File: config.mk
export PLATFORM = sky130hd
export DESIGN_NAME = k_closest_points_select
export DESIGN_NICKNAME = d
export VERILOG_FILES = /design/src/rtl/core/kcp_pkg.sv /design/src/rtl/core/kcp_front.sv /design/src/rtl/core/kcp_cell.sv /design/src/rtl/core/k_closest_points_select.sv
export SDC_FILE = /design/constraint.sdc
export NUM_CORES = 2
export LEC_CHECK = 0
export BUFFER_PORTS_ARGS = -buffer_cell sky130_fd_sc_hd__buf_2
export CORE_UTILIZATION = 55
export DETAILED_ROUTE_END_ITERATION = 16
export PLACE_DENSITY_LB_ADDON = 0.25
export SETUP_SLACK_MARGIN = 0.4
export SLEW_MARGIN = 10
export SYNTH_ARGS = -nofsm -noshare
export SYNTH_HDL_FRONTEND = slang
export SYNTH_SLANG_ARGS = --single-unit
File: constraint.sdc
create_clock -name clock -period 24.2 [get_ports clock]
set_clock_uncertainty 0.2 [all_clocks]
set_input_delay 4.84 -clock clock [delete_from_list [all_inputs] [get_ports clock]]
set_output_delay 4.84 -clock clock [all_outputs]
set_load 0.01 [all_outputs]
File: src/rtl/core/kcp_pkg.sv
// kcp_pkg: shared constants and link types for the k-closest-points selector.
// Used by kcp_front, kcp_cell and k_closest_points_select. No dependencies.

package kcp_pkg;

   localparam int KCP_COORD_BITS = 16;   // default coordinate width
   localparam int KCP_MAX_KEPT   = 16;   // default number of cells
   localparam int FIELD_BITS     = 16;   // port width of one coordinate
   localparam int DIST_OUT_BITS  = 32;   // port width of squared_distance
   localparam int CSR_BITS       = 5;    // width of k_count

   localparam logic [CSR_BITS-1:0] K_COUNT_RESET = CSR_BITS'(1);

   // one pipeline stage of the front end
   typedef struct packed {
      logic valid;
      logic last;
   } kcp_stage_type;

   // status one cell shows to its neighbors
   typedef struct packed {
      logic valid;   // cell holds a kept point
      logic ahead;   // new point ranks at or before this cell
   } kcp_link_type;

endpackage

File: src/rtl/core/kcp_front.sv
// kcp_front: three-stage front end, coordinate magnitude, squares, sum.
// Depends on kcp_pkg.

module kcp_front import kcp_pkg::*; #(
   parameter int COORD_BITS = KCP_COORD_BITS
) (
   input  logic                      clock,
   input  logic                      reset,
   input  logic                      in_accept,
   input  logic [FIELD_BITS-1:0]     in_x,
   input  logic [FIELD_BITS-1:0]     in_y,
   input  logic                      in_last,
   output kcp_stage_type             out_stage,
   output logic [COORD_BITS-1:0]     out_x,
   output logic [COORD_BITS-1:0]     out_y,
   output logic [2*COORD_BITS-1:0]   out_d,
   output logic                      end_pending
);

   localparam int DIST_BITS = 2 * COORD_BITS;

   logic [COORD_BITS-1:0] x_c, y_c, mx_c, my_c;

   kcp_stage_type a_ff, a_in, b_ff, c_ff;
   logic [COORD_BITS-1:0] xa_ff, ya_ff, mxa_ff, mya_ff;
   logic [COORD_BITS-1:0] xb_ff, yb_ff;
   logic [DIST_BITS-1:0]  sqx_b_ff, sqy_b_ff;
   logic [COORD_BITS-1:0] xc_ff, yc_ff;
   logic [DIST_BITS-1:0]  dc_ff;

   // port value taken as a COORD_BITS two's complement number
   assign x_c  = COORD_BITS'(in_x);
   assign y_c  = COORD_BITS'(in_y);
   assign mx_c = x_c[COORD_BITS-1] ? COORD_BITS'(~x_c + 1'b1) : x_c;
   assign my_c = y_c[COORD_BITS-1] ? COORD_BITS'(~y_c + 1'b1) : y_c;

   assign a_in.valid = in_accept;
   assign a_in.last  = in_accept & in_last;

   always_ff @(posedge clock) begin
      if (reset) begin
         a_ff <= '0;
         b_ff <= '0;
         c_ff <= '0;
      end else begin
         a_ff <= a_in;
         b_ff <= a_ff;
         c_ff <= b_ff;
      end
   end

   always_ff @(posedge clock) begin
      xa_ff    <= x_c;
      ya_ff    <= y_c;
      mxa_ff   <= mx_c;
      mya_ff   <= my_c;
      xb_ff    <= xa_ff;
      yb_ff    <= ya_ff;
      sqx_b_ff <= DIST_BITS'(mxa_ff) * DIST_BITS'(mxa_ff);
      sqy_b_ff <= DIST_BITS'(mya_ff) * DIST_BITS'(mya_ff);
      xc_ff    <= xb_ff;
      yc_ff    <= yb_ff;
      dc_ff    <= sqx_b_ff + sqy_b_ff;   // at most 2^(DIST_BITS-1), no carry out
   end

   assign out_stage   = c_ff;
   assign out_x       = xc_ff;
   assign out_y       = yc_ff;
   assign out_d       = dc_ff;
   assign end_pending = a_ff.last | b_ff.last | c_ff.last;

endmodule

File: src/rtl/core/kcp_cell.sv
// kcp_cell: one slot of the sorted insertion chain.
// Depends on kcp_pkg. Instantiated in a row by k_closest_points_select.

module kcp_cell import kcp_pkg::*; #(
   parameter int COORD_BITS = KCP_COORD_BITS
) (
   input  logic                      clock,
   input  logic                      reset,
   input  logic                      ins_en,      // new point enters the chain
   input  logic                      drain_shift, // head item taken, shift toward head
   input  logic                      in_range,    // slot index below effective k
   input  logic [COORD_BITS-1:0]     new_x,
   input  logic [COORD_BITS-1:0]     new_y,
   input  logic [2*COORD_BITS-1:0]   new_d,
   input  kcp_link_type              prev_link,
   input  logic [COORD_BITS-1:0]     prev_x,
   input  logic [COORD_BITS-1:0]     prev_y,
   input  logic [2*COORD_BITS-1:0]   prev_d,
   input  kcp_link_type              next_link,
   input  logic [COORD_BITS-1:0]     next_x,
   input  logic [COORD_BITS-1:0]     next_y,
   input  logic [2*COORD_BITS-1:0]   next_d,
   output kcp_link_type              link,
   output logic [COORD_BITS-1:0]     x,
   output logic [COORD_BITS-1:0]     y,
   output logic [2*COORD_BITS-1:0]   d
);

   localparam int DIST_BITS = 2 * COORD_BITS;

   logic                  valid_ff, valid_in, ahead;
   logic [COORD_BITS-1:0] x_ff, x_in, y_ff, y_in;
   logic [DIST_BITS-1:0]  d_ff, d_in;

   // strict compare: an equal earlier point stays in front
   assign ahead = ~valid_ff | (d_ff > new_d);

   always_comb begin
      valid_in = valid_ff;
      x_in     = x_ff;
      y_in     = y_ff;
      d_in     = d_ff;
      if (ins_en) begin
         if (!in_range) begin
            valid_in = 1'b0;
         end else if (prev_link.ahead) begin
            valid_in = prev_link.valid;
            x_in     = prev_x;
            y_in     = prev_y;
            d_in     = prev_d;
         end else if (ahead) begin
            valid_in = 1'b1;
            x_in     = new_x;
            y_in     = new_y;
            d_in     = new_d;
         end
      end else if (drain_shift) begin
         valid_in = next_link.valid;
         x_in     = next_x;
         y_in     = next_y;
         d_in     = next_d;
      end
   end

   always_ff @(posedge clock) begin
      if (reset) begin
         valid_ff <= 1'b0;
      end else begin
         valid_ff <= valid_in;
      end
   end

   always_ff @(posedge clock) begin
      x_ff <= x_in;
      y_ff <= y_in;
      d_ff <= d_in;
   end

   assign link.valid = valid_ff;
   assign link.ahead = ahead;
   assign x = x_ff;
   assign y = y_ff;
   assign d = d_ff;

endmodule

File: src/rtl/core/k_closest_points_select.sv
// k_closest_points_select: keeps the k points nearest the origin in a cell chain.
// The set_end item passes front-end stages a, b and c; its insertion sets drain_ff,
// and rsp items are valid from then on. Throughput: 1 point per cycle in a set;
// after set_end the input stalls through the front-end stages and the chain drain.
// Reset (synchronous): clears cell valid bits, front-end stages, drain flag,
// and sets k_count to 1. No clearing pass; cell payload needs no reset.
// Depends on kcp_pkg, kcp_front, kcp_cell.

module k_closest_points_select import kcp_pkg::*; #(
   parameter int MAX_KEPT   = KCP_MAX_KEPT,
   parameter int COORD_BITS = KCP_COORD_BITS
) (
   input  logic                          clock,
   input  logic                          reset,
   // point input
   input  logic                          req_tvalid,
   output logic                          req_tready,
   input  logic [2*FIELD_BITS-1:0]       req_tdata,  // point_x, point_y
   input  logic                          req_tlast,  // set_end
   // selected points
   output logic                          rsp_tvalid,
   input  logic                          rsp_tready,
   output logic [2*FIELD_BITS+DIST_OUT_BITS-1:0] rsp_tdata, // near_x, near_y, squared_distance
   output logic                          rsp_tlast,  // final_result
   // k_count register
   input  logic                          csr_wr_en,
   input  logic [CSR_BITS-1:0]           csr_wr_data
);

   localparam int DIST_BITS = 2 * COORD_BITS;
   localparam int KW = ($clog2(MAX_KEPT + 1) > CSR_BITS) ? $clog2(MAX_KEPT + 1) : CSR_BITS;

   // ---------------- configuration ----------------
   logic [CSR_BITS-1:0] k_count_ff, k_count_in;
   logic [KW-1:0]       k_ext, eff_k;

   assign k_count_in = csr_wr_en ? csr_wr_data : k_count_ff;

   always_ff @(posedge clock) begin
      if (reset) begin
         k_count_ff <= K_COUNT_RESET;
      end else begin
         k_count_ff <= k_count_in;
      end
   end

   // clamp to 1..MAX_KEPT
   assign k_ext = KW'(k_count_ff);
   always_comb begin
      priority if (k_ext == '0) begin
         eff_k = KW'(1);
      end else if (k_ext > KW'(MAX_KEPT)) begin
         eff_k = KW'(MAX_KEPT);
      end else begin
         eff_k = k_ext;
      end
   end

   // ---------------- front end ----------------
   logic                  req_accept, end_pending;
   kcp_stage_type         ins_stage;
   logic [COORD_BITS-1:0] ins_x, ins_y;
   logic [DIST_BITS-1:0]  ins_d;

   assign req_accept = req_tvalid & req_tready;

   kcp_front #(
      .COORD_BITS (COORD_BITS)
   ) u_front (
      .clock       (clock),
      .reset       (reset),
      .in_accept   (req_accept),
      .in_x        (req_tdata[FIELD_BITS-1:0]),
      .in_y        (req_tdata[2*FIELD_BITS-1:FIELD_BITS]),
      .in_last     (req_tlast),
      .out_stage   (ins_stage),
      .out_x       (ins_x),
      .out_y       (ins_y),
      .out_d       (ins_d),
      .end_pending (end_pending)
   );

   // ---------------- drain control ----------------
   // drain_ff: the set is closed and the chain shifts out toward cell 0.
   logic drain_ff, drain_in, rsp_accept;

   assign rsp_accept = rsp_tvalid & rsp_tready;

   always_comb begin
      drain_in = drain_ff;
      if (ins_stage.valid && ins_stage.last) begin
         drain_in = 1'b1;
      end else if (rsp_accept && rsp_tlast) begin
         drain_in = 1'b0;
      end
   end

   always_ff @(posedge clock) begin
      if (reset) begin
         drain_ff <= 1'b0;
      end else begin
         drain_ff <= drain_in;
      end
   end

   // no new point while a closed set is still in flight or draining
   assign req_tready = ~drain_ff & ~end_pending;

   // ---------------- cell chain ----------------
   // Slot s holds cell s-1; slots 0 and MAX_KEPT+1 are empty ends of the row.
   kcp_link_type          link_w [0:MAX_KEPT+1];
   logic [COORD_BITS-1:0] x_w    [0:MAX_KEPT+1];
   logic [COORD_BITS-1:0] y_w    [0:MAX_KEPT+1];
   logic [DIST_BITS-1:0]  d_w    [0:MAX_KEPT+1];

   assign link_w[0]          = '0;
   assign x_w[0]             = '0;
   assign y_w[0]             = '0;
   assign d_w[0]             = '0;
   assign link_w[MAX_KEPT+1] = '0;
   assign x_w[MAX_KEPT+1]    = '0;
   assign y_w[MAX_KEPT+1]    = '0;
   assign d_w[MAX_KEPT+1]    = '0;

   for (genvar i = 0; i < MAX_KEPT; i++) begin : g_cell
      logic in_range;
      assign in_range = KW'(i) < eff_k;

      kcp_cell #(
         .COORD_BITS (COORD_BITS)
      ) u_cell (
         .clock       (clock),
         .reset       (reset),
         .ins_en      (ins_stage.valid),
         .drain_shift (rsp_accept),
         .in_range    (in_range),
         .new_x       (ins_x),
         .new_y       (ins_y),
         .new_d       (ins_d),
         .prev_link   (link_w[i]),
         .prev_x      (x_w[i]),
         .prev_y      (y_w[i]),
         .prev_d      (d_w[i]),
         .next_link   (link_w[i+2]),
         .next_x      (x_w[i+2]),
         .next_y      (y_w[i+2]),
         .next_d      (d_w[i+2]),
         .link        (link_w[i+1]),
         .x           (x_w[i+1]),
         .y           (y_w[i+1]),
         .d           (d_w[i+1])
      );
   end

   // ---------------- result ----------------
   // Head cell is the output register; final item when cell 1 is empty.
   logic [DIST_OUT_BITS-1:0] head_dist;

   if (DIST_BITS > DIST_OUT_BITS) begin : g_sat
      assign head_dist = (d_w[1] > DIST_BITS'({DIST_OUT_BITS{1'b1}})) ?
                         {DIST_OUT_BITS{1'b1}} : d_w[1][DIST_OUT_BITS-1:0];
   end else begin : g_nosat
      assign head_dist = DIST_OUT_BITS'(d_w[1]);
   end

   assign rsp_tvalid = drain_ff & link_w[1].valid;
   assign rsp_tlast  = ~link_w[2].valid;
   assign rsp_tdata  = {head_dist, FIELD_BITS'(y_w[1]), FIELD_BITS'(x_w[1])};

   // ---------------- assertions ----------------
   // kept points always form a prefix of the chain
   for (genvar i = 0; i + 1 < MAX_KEPT; i++) begin : g_chk_prefix
      a_prefix: assert property (@(posedge clock) disable iff (reset)
         link_w[i+2].valid |-> link_w[i+1].valid)
         else $error("kept points not contiguous at cell %0d", i + 1);
   end

   // a closed set always has a head item while draining
   a_drain_head: assert property (@(posedge clock) disable iff (reset)
      drain_ff |-> link_w[1].valid)
      else $error("drain active with empty head cell");

   // closing point starts the drain on the next cycle
   a_drain_start: assert property (@(posedge clock) disable iff (reset)
      (ins_stage.valid && ins_stage.last) |=> drain_ff)
      else $error("set end inserted but drain not started");

   // final item taken ends the drain and leaves the chain empty
   a_drain_end: assert property (@(posedge clock) disable iff (reset)
      (rsp_accept && rsp_tlast) |=> (!drain_ff && !link_w[1].valid))
      else $error("chain not empty after final item");

endmodule
# Word-level counts from Yosys, hierarchy flattened
# Index checks and enable logic that the tools add are counted.
# word_totals
reg_bits	1276
input_bits	43
out_inout_bits	67
word_cells	572
# classes
add_sub_neg	3
multipliers	2
magnitude_cmp	33
n_eq_ne	48
mux	321
bitwise_logic	43
reduce_logical	37
# op_table
operator	n
32-bit 2-to-1 mux	79
16-bit 2-to-1 mux	157
32-bit greater-than comparator	16
1-bit 2-to-1 mux	81
16-bit by 16-bit multiplier with 32-bit output	2
4-bit != test (second input constant)	15
3-bit AND reduction	16
3-bit by 1-bit != test with 1-bit output (second input constant)	15
4-bit by 5-bit < comparator with 1-bit output (first input constant)	8
2-bit by 1-bit != test with 1-bit output (second input constant)	17
16-bit by 1-bit adder with 16-bit output (second input constant)	2
32-bit adder	1
16-bit inverter	2
2-bit AND reduction	16
15-bit 2-to-1 mux	2
3-bit by 5-bit < comparator with 1-bit output (first input constant)	4
1-bit inverter	18
1-bit bitwise OR	18
1-bit by 5-bit < comparator with 1-bit output (first input constant)	2
2-bit by 5-bit < comparator with 1-bit output (first input constant)	2
5-bit 2-to-1 mux	2
1-bit AND	5
5-bit greater-than comparator (second input constant)	1
5-bit zero test	1
3 further kinds	5

# Logic depth before layout (Yosys ltp)
# depth
depth_word	6
mapped_depth	26
depth_no_buf	25

# Cells and area by module
# A second synthesis with hierarchy kept.
# unflattened
cells_unflattened	8756
hier_area_um2	88003.2
# modules_own_cells
module	n_inst	cells_each	area_per_inst_um2	seq_area_each_um2
kcp_cell	16	404	4144.0	1941.9
kcp_front	1	2237	21276.7	4484.3
k_closest_points_select	1	55	422.9	120.1

# Least setup slack after synthesis
# Ideal clock, no wire load.
# synth_path
path_kind	input port to flip-flop
start	input port rsp_tready
end	register g_cell[13].u_cell.d_ff[0] (enable)
setup_ps	1045
t_arrival_ps	7254
required_time_ps	22955
setup_slack_ps	15701
cell_stages	3
n_path_buf	1
cell_sequence	nand3_1 > clkbuf_1 > o21ai_0
# synth_via
elab_chain_cells	3
# synth_lines
item	line	source
start, declared	k_closest_points_select.sv:22	input logic rsp_tready,
1-bit AND	k_closest_points_select.sv:87	assign rsp_accept = rsp_tvalid & rsp_tready;
2-bit nonzero test (no source line)	--	
3-bit AND reduction (no source line)	--	
end signal, assigned	kcp_cell.sv:76	d_ff <= d_in;
end, declared	kcp_cell.sv:33	logic [DIST_BITS-1:0] d_ff, d_in;
# No other way between the ends.
# A chain may end at the register's enable or synchronous reset.

# Worst setup path in the final report
# layout_path
start	register u_front.mxa_ff[3]
end	register u_front.sqx_b_ff[30]
# layout_via
elab_chain_cells	1
# layout_lines
item	line	source
start, declared	kcp_front.sv:25	logic [COORD_BITS-1:0] xa_ff, ya_ff, mxa_ff, mya_ff;
start signal, assigned	kcp_front.sv:55	mxa_ff <= mx_c;
16-bit by 16-bit multiplier with 32-bit output	kcp_front.sv:59	sqx_b_ff <= DIST_BITS'(mxa_ff) * DIST_BITS'(mxa_ff);
end signal, assigned	kcp_front.sv:59	
end, declared	kcp_front.sv:27	logic [DIST_BITS-1:0] sqx_b_ff, sqy_b_ff;
# No other way between the ends.

==> summary.log <==
INFO  outcome        run_status=complete, no violations
INFO  power_and_ir_drop leakage=40.4nW
INFO  floorplan      floorplan.rows=147
INFO  grt            grt_overflow_total=0
INFO  yosys          synth_fp_nets=10300
INFO  layout         stdcell_count=11200
INFO  clock_tree     clk_root_buffer_cell=clkbuf_16
INFO  timing         timing_max_transition_violations_final=0
INFO  yosys          yosys_most_used_dff=edfxtp_1
INFO  timing         hold_slack=0.122ns
INFO  yosys          number_of_enable_type_register_cells_in_the_synthesized_netlist=1024
INFO  layout         num-nets-final=10000
INFO  worst_hold_path hold_path_class=reg2reg
INFO  clock_tree     worst_setup_hold_path_clk_slew=0.06ns
INFO  worst_setup_path crit_path_end_kind=register
INFO  power_and_ir_drop ir_drop=0.000265V
INFO  worst_setup_path timing_worst_setup_path_type=reg2reg
INFO  clock_tree     clk-insertion-delay-late=0.81ns
INFO  layout         final_util=0.598
INFO  yosys          mappedNetlistArea=89200um^2
INFO  floorplan      core_area=161000um^2
INFO  route          wire_per_inst=26.0um
INFO  place          dp_cells=10900
INFO  place          dp_hpwl=197000um
INFO  worst_setup_path slowest_stage=dfxtp_1
INFO  yosys          yosys_register_bits=1270
INFO  layout         n_fill_cell=13400
INFO  timing         max_slew.worst_pin.slew=1.27ns
INFO  timing         final-hold-violation-count=0
INFO  worst_setup_path critical_path.top_delay_family=adder cells
INFO  yosys          async_reset_ff_frac=0
INFO  floorplan      design.portCount=110
INFO  timing         finalWorstSetupSlack=16.86ns
INFO  floorplan      die_ht=405um
INFO  worst_setup_path critical_path.startpoint_type=register
INFO  yosys          synthCells=9184
INFO  worst_setup_path critical-path-max-stage-delay=0.68ns
INFO  timing         grt_setup_unrepaired=false
INFO  worst_setup_path critPathArrivalTime=7.85ns
INFO  floorplan      die-width=405um
INFO  route          finalWirelength=290000um
INFO  place          io_buffers=109
INFO  yosys          ys_warn_count=0
INFO  timing         setup_viol=0
INFO  timing         layout_min_cycle_time=7.34ns
INFO  grt            global_route.usage.total=0.350
INFO  worst_setup_path crit_path_frequent_cell=fa_1
INFO  timing         slew-limit-headroom=0.154
INFO  clock_tree     clockBufferDepth=3
INFO  floorplan      fp.dieArea=164000um^2
INFO  timing         fin_tns_setup=0ns
INFO  clock_tree     cts_hold_buffers=0
INFO  route          via_count=72000
INFO  yosys          post_synth_num_cell_types=72
INFO  worst_setup_path worst_ep_required_time=24.71ns
INFO  grt            first_global_vias=69900
INFO  yosys          synth-seq-area-share=0.400
INFO  clock_tree     post_cts_buffers=0
INFO  grt            pin_count_of_the_biggest_net_entering_global_routing=215
INFO  worst_setup_path crit_path_cell_trace=inv_1, nor2_1, ha_1, xor2_1, fa_1, inv_1, fa_1, fa_1, fa_1, inv_1, fa_1, inv_1, ha_1, and4_1, nor2b_1, and3_1, a32oi_1, a21bo_2, o311ai_1, a21oi_1, o21a_1, o21ai_1, mux2i_1
INFO  timing         max_clock_freq=0.136GHz
INFO  power_and_ir_drop power-per-cell-area=118nW/um^2
INFO  place          detailed_place.area=91100um^2
INFO  clock_tree     cts-htree-levels=4
INFO  route          drt_iter0_markers=9567
INFO  floorplan      initial_core_util=0.555
INFO  power_and_ir_drop power.total=11.3mW
INFO  job            cap_viol_max_count=0
INFO  clock_tree     cts_made_buffers=144
INFO  route          route.detailed.drc=0
INFO  worst_setup_path critPathMaxFanout=13
INFO  grt            initial_antenna_violation_count=17
INFO  grt            wire_length_of_the_first_global_routing_pass=432000um
INFO  place          place_congestion=0.966
INFO  clock_tree     clock_sinks=1270
INFO  place          place_worst_setup_slack=16.50ns
INFO  worst_setup_path cp_num_buf_inv=4
INFO  route          routed_via_density=6.43
INFO  layout         syn_to_final_growth=7.75%
INFO  layout         post-route-cell-area=96100um^2
INFO  layout         post_route_cells_drive_above_1_share=0.0594
INFO  route          drtPass1Iterations=7
INFO  layout         layout.cells.most_common=nor2_1
INFO  route          antenna_violating_nets_post_route=0
INFO  timing         timing.final.crit_share=0.303
INFO  clock_tree     tritoncts_clock_tree=done
INFO  clock_tree     post_cts_resized=0
INFO  layout         layout_common_cells=1176 x nor2_1, 1024 x edfxtp_1, 846 x a21oi_1, 777 x mux2i_1, 776 x inv_1
INFO  yosys          synthesized_area_per_cell=9.71um^2
## registers in the layout, indices dropped and copies added, names as in the netlist, 16 cells and up
register                flops
g_cell.u_cell.d           512
g_cell.u_cell.x           256
g_cell.u_cell.y           256
u_front.out_d              32
u_front.sqx_b_ff           30
u_front.sqy_b_ff           30
g_cell.u_cell.valid_ff     16
u_front.out_x              16
u_front.out_y              16
u_front.xa_ff              16
u_front.xb_ff              16
u_front.ya_ff              16
u_front.yb_ff              16
## cells by family (layout without fill, tap and decap cells)
| group | after synthesis | in the layout | share of synthesized area |
|---|---|---|---|
| fa+ha+maj | 1069 | 1069 | 0.177 |
| flops | 1270 | 1270 | 0.400 |
| simple gates | 2614 | 2614 | 0.131 |
| mux | 779 | 779 | 0.0874 |
| other cells | 0 | 5 | 0 |
| compound gates | 1894 | 1894 | 0.129 |
| buf+inv | 1443 | 1279 | 0.0631 |
| xor+xnor | 115 | 115 | 0.0113 |
## cell type report
cell class                      count  area [um^2]  area share
Antenna cell                        5         12.5    0.000130
Clock buffer                      195         4010      0.0417
Clock inverter                     73          972      0.0101
Inverter                          777         2920      0.0303
Multi-Input combinational cell   6471        48300       0.502
Sequential cell                  1270        35700       0.371
Tap cell                         2160         2700      0.0281
Timing Repair Buffer              234         1530      0.0160
## path summary, 6_finish.rpt
check             cells after the start                            to  slack, ns                      start
hold reg to reg                       0      u_front.xb_ff[7]$_DFF_P_       0.12   u_front.xa_ff[7]$_DFF_P_
setup / recovery                     23  u_front.sqx_b_ff[30]$_DFF_P_      16.86  u_front.mxa_ff[3]$_DFF_P_
hold / removal                        0      u_front.xb_ff[7]$_DFF_P_       0.12   u_front.xa_ff[7]$_DFF_P_
setup reg to reg                     23  u_front.sqx_b_ff[30]$_DFF_P_      16.86  u_front.mxa_ff[3]$_DFF_P_
## synthesized netlist by cell type, types with 6 or more instances
| cell | n | share of area |
|---|---|---|
| nand2_1 | 292 | 0.012 |
| and2_1 | 95 | 0.0067 |
| o21a_1 | 22 | 0.0019 |
| a21o_1 | 223 | 0.019 |
| or2_2 | 10 | 0.00070 |
| edfxtp_1 | 1024 | 0.34 |
| nor2b_1 | 59 | 0.0041 |
| clkbuf_1 | 507 | 0.021 |
| inv_1 | 776 | 0.033 |
| dfxtp_1 | 246 | 0.055 |
| or3_1 | 12 | 0.00084 |
| a21oi_1 | 847 | 0.048 |
| mux2i_1 | 777 | 0.087 |
| buf_1 | 69 | 0.0029 |
| o21ai_0 | 273 | 0.015 |
| nand4_1 | 116 | 0.0081 |
| o2111ai_1 | 9 | 0.00088 |
| nor2_1 | 1176 | 0.049 |
| nor3_1 | 547 | 0.031 |
| a31o_2 | 6 | 0.00059 |
| nand3_1 | 235 | 0.013 |
| nor4_1 | 15 | 0.0011 |
| o221ai_1 | 136 | 0.013 |
| fa_1 | 326 | 0.073 |
| ha_1 | 743 | 0.10 |
| xor2_1 | 34 | 0.0033 |
| a31oi_1 | 133 | 0.0093 |
| buf_4 | 41 | 0.0035 |
| xnor2_1 | 81 | 0.0080 |
| o31ai_1 | 12 | 0.0010 |
| a211oi_1 | 155 | 0.013 |
| a221oi_1 | 8 | 0.00079 |
| and3_1 | 13 | 0.00091 |
| nand2b_1 | 33 | 0.0023 |
| buf_2 | 49 | 0.0027 |
| o211ai_1 | 15 | 0.0013 |
## report_power, final
group | switching (mW) | total (mW) | internal [mW]
clock network | 0.975 | 2.34 | 1.36
logic | 3.80 | 6.30 | 2.50
registers | 0.161 | 2.69 | 2.53
total | 4.94 | 11.3 | 6.39
## layer usage
metal / GRT usage / share of wire / up-vias
li1: - / - / 32200
met5: 0 / 0.00049 / -
met4: 0.178 / 0.056 / 14
met3: 0.0786 / 0.12 / 868
met1: 0.471 / 0.39 / 34600
met2: 0.528 / 0.43 / 4264
(Power assumes the default switching activity.)
